## config.mk

```make
export PLATFORM = sky130hd
export DESIGN_NAME = bfws_cell
export DESIGN_NICKNAME = d
export VERILOG_FILES = /design/src/bfws_pkg.sv /design/src/bfws_cell.sv
export SDC_FILE = /design/constraint.sdc
export NUM_CORES = 2
export LEC_CHECK = 0
export CORE_AREA = 2 2 202 204
export DETAILED_ROUTE_END_ITERATION = 8
export DIE_AREA = 0 0 204 206
export DONT_BUFFER_PORTS = 1
export GPL_TIMING_DRIVEN = 0
export PLACE_DENSITY = 0.85
export SYNTH_ARGS = -nofsm -noshare
export SYNTH_HDL_FRONTEND = slang
export SYNTH_SLANG_ARGS = --single-unit
```

## constraint.sdc

```tcl
create_clock -name aclk -period 35.3 [get_ports aclk]
set_input_delay 3.53 -clock aclk [delete_from_list [all_inputs] [get_ports aclk]]
set_output_delay 3.53 -clock aclk [all_outputs]
set_load 0.05 [all_outputs]
```

## src/bfws_pkg.sv

```systemverilog
// ----------------------------------------------------------------------------
// bfws_pkg: shared types and constants for the best-fit worker selector.
// Holds result status codes, command codes and the cell handoff struct.
// ----------------------------------------------------------------------------
package bfws_pkg;

    localparam int AMT_W = 16;
    localparam int SEQ_W = 32;
    localparam int WGT_W = 8;
    localparam int LEFT_W = 26;
    localparam int SUM_W = 48;
    localparam int NUM_FIELDS = 4;

    localparam logic [1:0] ST_PLACED = 2'd0;
    localparam logic [1:0] ST_NOFIT = 2'd1;
    localparam logic [1:0] ST_NOHEALTHY = 2'd2;
    localparam logic [1:0] ST_LOADED = 2'd3;

    localparam logic CMD_LOAD = 1'b0;
    localparam logic CMD_PLACE = 1'b1;

    typedef struct packed {
        logic             found;
        logic             saw_healthy;
        logic [7:0]       best;
        logic [SUM_W-1:0] best_sum;
        logic [SEQ_W-1:0] best_seq;
    } bfws_token_t;

endpackage

```

## src/bfws_cell.sv

```systemverilog
// ----------------------------------------------------------------------------
// bfws_cell: one worker entry of the selection chain.
// Stores one worker's state, scores it against the demand and passes the best
// candidate so far to its neighbor, one cell per cycle.
// ----------------------------------------------------------------------------
module bfws_cell
    import bfws_pkg::*;
#(
    parameter int NUM_RESOURCES = 4,
    parameter int INDEX = 0
) (
    input  logic                               aclk,
    input  logic                               aresetn,
    input  logic                               load_en,
    input  logic                               healthy_in,
    input  logic [SEQ_W-1:0]                   seq_in,
    input  logic [NUM_RESOURCES-1:0][AMT_W-1:0] amount,
    input  logic [NUM_RESOURCES-1:0][WGT_W-1:0] weight,
    input  logic                               eligible,
    input  logic                               tok_valid,
    input  bfws_token_t                        tok_in,
    output logic                               tok_valid_out,
    output bfws_token_t                        tok_out,
    input  logic                               commit_en
);

    logic                                present_reg;
    logic                                healthy_reg;
    logic [SEQ_W-1:0]                    seq_reg;
    logic [NUM_RESOURCES-1:0][AMT_W-1:0] free_reg;
    logic                                tok_valid_reg;
    bfws_token_t                         tok_reg;
    bfws_token_t                         tok_next;
    logic                                fits;
    logic [SUM_W-1:0]                    sum;
    logic [AMT_W-1:0]                    left;

    always_comb begin
        fits = 1'b1;
        sum = '0;
        for (int r = 0; r < NUM_RESOURCES; r++) begin
            if (free_reg[r] < amount[r]) begin
                fits = 1'b0;
            end
            left = free_reg[r] - amount[r];
            sum = sum + SUM_W'(left * weight[r]);
        end
        tok_next = tok_in;
        if (present_reg && healthy_reg) begin
            tok_next.saw_healthy = 1'b1;
            if (eligible && fits && (!tok_in.found || sum < tok_in.best_sum)) begin
                tok_next.found = 1'b1;
                tok_next.best = 8'(INDEX);
                tok_next.best_sum = sum;
                tok_next.best_seq = seq_reg;
            end
        end
    end

    always_ff @(posedge aclk) begin
        if (!aresetn) begin
            present_reg <= 1'b0;
            healthy_reg <= 1'b0;
            tok_valid_reg <= 1'b0;
        end else begin
            tok_valid_reg <= tok_valid;
            if (load_en) begin
                present_reg <= 1'b1;
                healthy_reg <= healthy_in;
            end
        end
        tok_reg <= tok_next;
        if (load_en) begin
            seq_reg <= seq_in;
            free_reg <= amount;
        end else if (commit_en) begin
            for (int r = 0; r < NUM_RESOURCES; r++) begin
                free_reg[r] <= free_reg[r] - amount[r];
            end
        end
    end

    assign tok_valid_out = tok_valid_reg;
    assign tok_out = tok_reg;

endmodule

```

# Word level (Yosys, flattened, before mapping)
# Index checks and enable logic that the tools add are counted.
# word_totals
register_bits	189
wordCells	44
input_bits	225
# classes
n_mul	4
muxes	9
n_addsub	7
reduce_logical	6
n_lt_le_gt_ge	5
# ops
cell	count
2-to-1 mux 64 bit	2
multiplier 16 x 8 -> 24 bit	4
2-to-1 mux 90 bit	1
2-to-1 mux 88 bit	1
< comparator 16 bit	4
subtractor 16 bit	4
< comparator 27 x 48 -> 1 bit	1
adder 26 x 24 -> 27 bit	1
adder 25 x 24 -> 26 bit	1
adder 24 x 24 -> 25 bit	1
2-to-1 mux 1 bit	5
logical AND 1 bit	3
nonzero test 2 bit	1
zero test 1 bit	1
logical OR 1 bit	1

# Depth between registers and ports, before layout
# depth
ltp_word	10
depth_mapped	44
ltp_nobuf	42

# Worst setup path after synthesis
# Ideal clock, no wire load.
# synth_timing
kind	input port to flip-flop
from	input port amount[33] (netlist name)
to	register tok_reg, in the netlist tok_out[47]
required_time_ps	35177
setup_slack_ps	21749
path_stages	37
arrival_time_ps	13428
setup_ps	123
path_cell_list	inv_1 -> ha_1 -> nor2b_1 -> o21a_1 -> o21ai_0 -> a21oi_1 -> o21ai_1 -> or4b_2 -> o311ai_1 -> and2_1 -> fa_1 -> fa_1 -> inv_1 -> fa_1 -> fa_1 -> inv_1 -> fa_1 -> fa_1 -> fa_1 -> fa_1 -> ha_1 -> a2111oi_0 -> o21ai_0 -> a21oi_1 -> o21ai_0 -> o41ai_1 -> o21bai_1 -> xor2_1 -> ha_1 -> a21o_1 -> a211oi_1 -> o311ai_0 -> o41ai_2 -> nand4_4 -> buf_6 -> buf_8 -> mux2_1
# synth_lines
element	line	rtl
from (decl)	bfws_cell.sv:17	input logic [NUM_RESOURCES-1:0][AMT_W-1:0] amount,
to (signal assigned)	bfws_cell.sv:72	tok_reg <= tok_next;
to (decl)	bfws_cell.sv:32	bfws_token_t tok_reg;

==> impl_results.md <==
- Drt wl/cell: between 20 and 25 microns
- Worst-Skew Late Latency: roughly 490 ps
- Post-synth top area share: 0.341
- Drt total wl: between 70 and 80 mm
- Slowest cell on the critical path: fa_1
- Via count: just under 20000
- Slew headroom: 0.111
- RePlAce Congestion: 0.951
- Max-slew violations: 0
- Vias per inst: between 5 and 6
- DRT iter0 DRCs: 1653
- DIE AREA: 0.0420 sq mm
- Final ANT Viol Nets: 0
- FF+latch count, synth: about 190
- Max FFs per register: 90
- Reg2Reg Capture Point: tok_out[52]
- Layout cells sized above 1: 0.0588
- Placed insts: about 3300
- Largest net degree at the start of global routing: 40
- CP Launch Point: amount[33]
- Slowest Stage Delay on Critical Path: 700 ps
- Worst hold stages: 1
- Status: finished, violations left
- CTS tree: yes
- Hold Fails Final Rpt: 0
- Post-cts hold buffer count: 0
- Final period util: 0.446
- Sequential fraction of the synthesis area: 0.173
- Post-synth net total: ~3700
- Rows: between 70 and 80
- Syn Area/Cell: ~10 sq um
- Most common cell in the netlist: inv_1
- Max Root-Sink Buffers: 2
- Ranking of synthesized cells by area: fa_1 34%, edfxtp_1 10%, ha_1 10%
- Clock Tree Root: clkbuf_16
- Post-CTS Setup Inserts: 0
- IO Count: 316
- Post-CTS resize count: 0
- Vias in the first global route: between 20000 and 25000
- Syn. warnings: 0
- Number of port buffers: 0
- Final worst path period need: roughly 16000 ps
- Hold/Removal Path Class: reg2reg
- Largest area contributor in the netlist: fa_1
- CTS clock-pin slew for the worst setup and hold paths: 80 ps
- Critical path peak fanout: 10
- WHS: about 480 ps
- Initial antenna violation count: 1
- Sum Neg Setup Slack: 0 ps
- Layout Skew: ~29 ps
- RSZ-0062 raised after global routing: no
- First-pass GRT wire length: ~120 mm
- GR Util All Layers: 0.362
- DRT Pass-1 Iters: 9
- Post-synth EDFFs: 96
- Cell area after synthesis: between 0.02 and 0.03 sq mm
- Grt ovf: 0
- Final cell count without fillers: ~3300
- Max Cap Viol: 0
- CTS buffer count: 17
- Post-synthesis cell count: between 2000 and 3000
- Core ar.: around 0.04 sq mm
- CP Data Required Time: approximately 36000 ps
- Reg2Reg Depth: 36
- Clock sinks: about 190
- Ant diodes: 0
- Worst Setup EP: tok_out[52]
- Synth unique cells: 75
- Worst slew pin tran: ~1300 ps
- CP Capture Type: flop
- Reg2reg setup slack: approximately 22000 ps
- RR Startpoint: free_reg[33]
- Post-route DRC: 2
- Htree depth: 4
- Layout area overhead: 4.89%
- Critical path class: in2reg
- Detailed Place HPWL: 61.9 mm
- Die outline width: 204 microns
- Fmax: between 0.06 and 0.07 GHz
- Top_reg_cell synth: edfxtp_1
- Final net count: around 3700
- Crit start category: primary input
- Violated checks: DRC
- Ys async rst share: 0
- Die Height: ~210 microns
- Commonest cells in the netlist: 609 x inv_1, 469 x fa_1, 289 x and2_1
- Final setup fails: 0
- Most used cell, CP: fa_1
- Initial Utilization: 0.684
- CP arrival: 16100 ps
==> critical path, delay by kind of cell <==
kind	cells	cell delay (ps)
mux	1	330
fa+ha+maj	11	5080
buf+inv	5	540
simple gates	4	1310
compound gates	16	5300
==> through the flow <==
step	area, sq um	setup WS, ps	util
floorplan	27500	21750	-
global placement	28200	19540	0.701
detailed placement	28200	19240	0.702
CTS	28800	19690	0.718
global route	28800	19130	0.718
finish	28800	19560	0.718
==> layout by cell type, fill, tap and decap left out, drive strengths merged, types with 8 or more instances in the layout <==
| cell type | n |
|---|---|
| and3 | 18 |
| nand2 | 183 |
| and2 | 289 |
| o211ai | 9 |
| nand3 | 18 |
| clkbuf | 70 |
| xnor2 | 42 |
| nor3 | 19 |
| buf | 15 |
| a21o | 33 |
| dfxtp | 93 |
| inv | 621 |
| or3 | 8 |
| xor2 | 17 |
| o21ai | 46 |
| o21bai | 13 |
| mux2i | 13 |
| or3b | 12 |
| nand2b | 41 |
| o21a | 20 |
| fa | 469 |
| nor2 | 50 |
| nor2b | 86 |
| ha | 228 |
| nor3b | 20 |
| nand4 | 8 |
| edfxtp | 96 |
| a21oi | 71 |
| mux2 | 109 |
| a211oi | 8 |
==> worst min path at each step <==
stage	startpoint	endpoint	slack (ps)
floorplan	healthy_reg	tok_out[88]	450
global placement	healthy_reg	tok_out[88]	460
detailed placement	seq_reg[19]	tok_out[19]	460
CTS	seq_reg[19]	tok_out[19]	480
global route	seq_reg[12]	tok_out[12]	490
finish	seq_reg[19]	tok_out[19]	480
==> cells by family (layout without fill, tap and decap cells) <==
family	Yosys count	count (layout)	synth area share
adders and majority gates	697	697	0.445
DFF	189	189	0.173
xor gates and xnor gates	59	59	0.0188
muxes	122	122	0.0495
and+or+nand+nor	772	772	0.157
AOI/OAI and AO/OA	257	257	0.0631
buffers and inverters	676	709	0.0939
==> layout make-up <==
cell class	instances	area [sq um]
buffer	67	297
clock buffer	17	425
clock inverter	15	224
fill	2915	11300
inverter	609	2290
multi-input combinational	1907	20200
sequential	189	4740
tap	532	666
timing repair buffer	1	27.5
==> per-layer routing <==
metal	part of all wire	wire [microns]	global-route usage	up-vias
met3	0.097	7020	0.0806	195
met5	0	0	0	-
met2	0.48	35000	0.602	979
li1	-	-	-	8694
met1	0.37	27000	0.454	9902
met4	0.048	3460	0.166	0
Power is not shown: default switching activity piles up to over one toggle a cycle in this logic, so the estimate is an artifact.
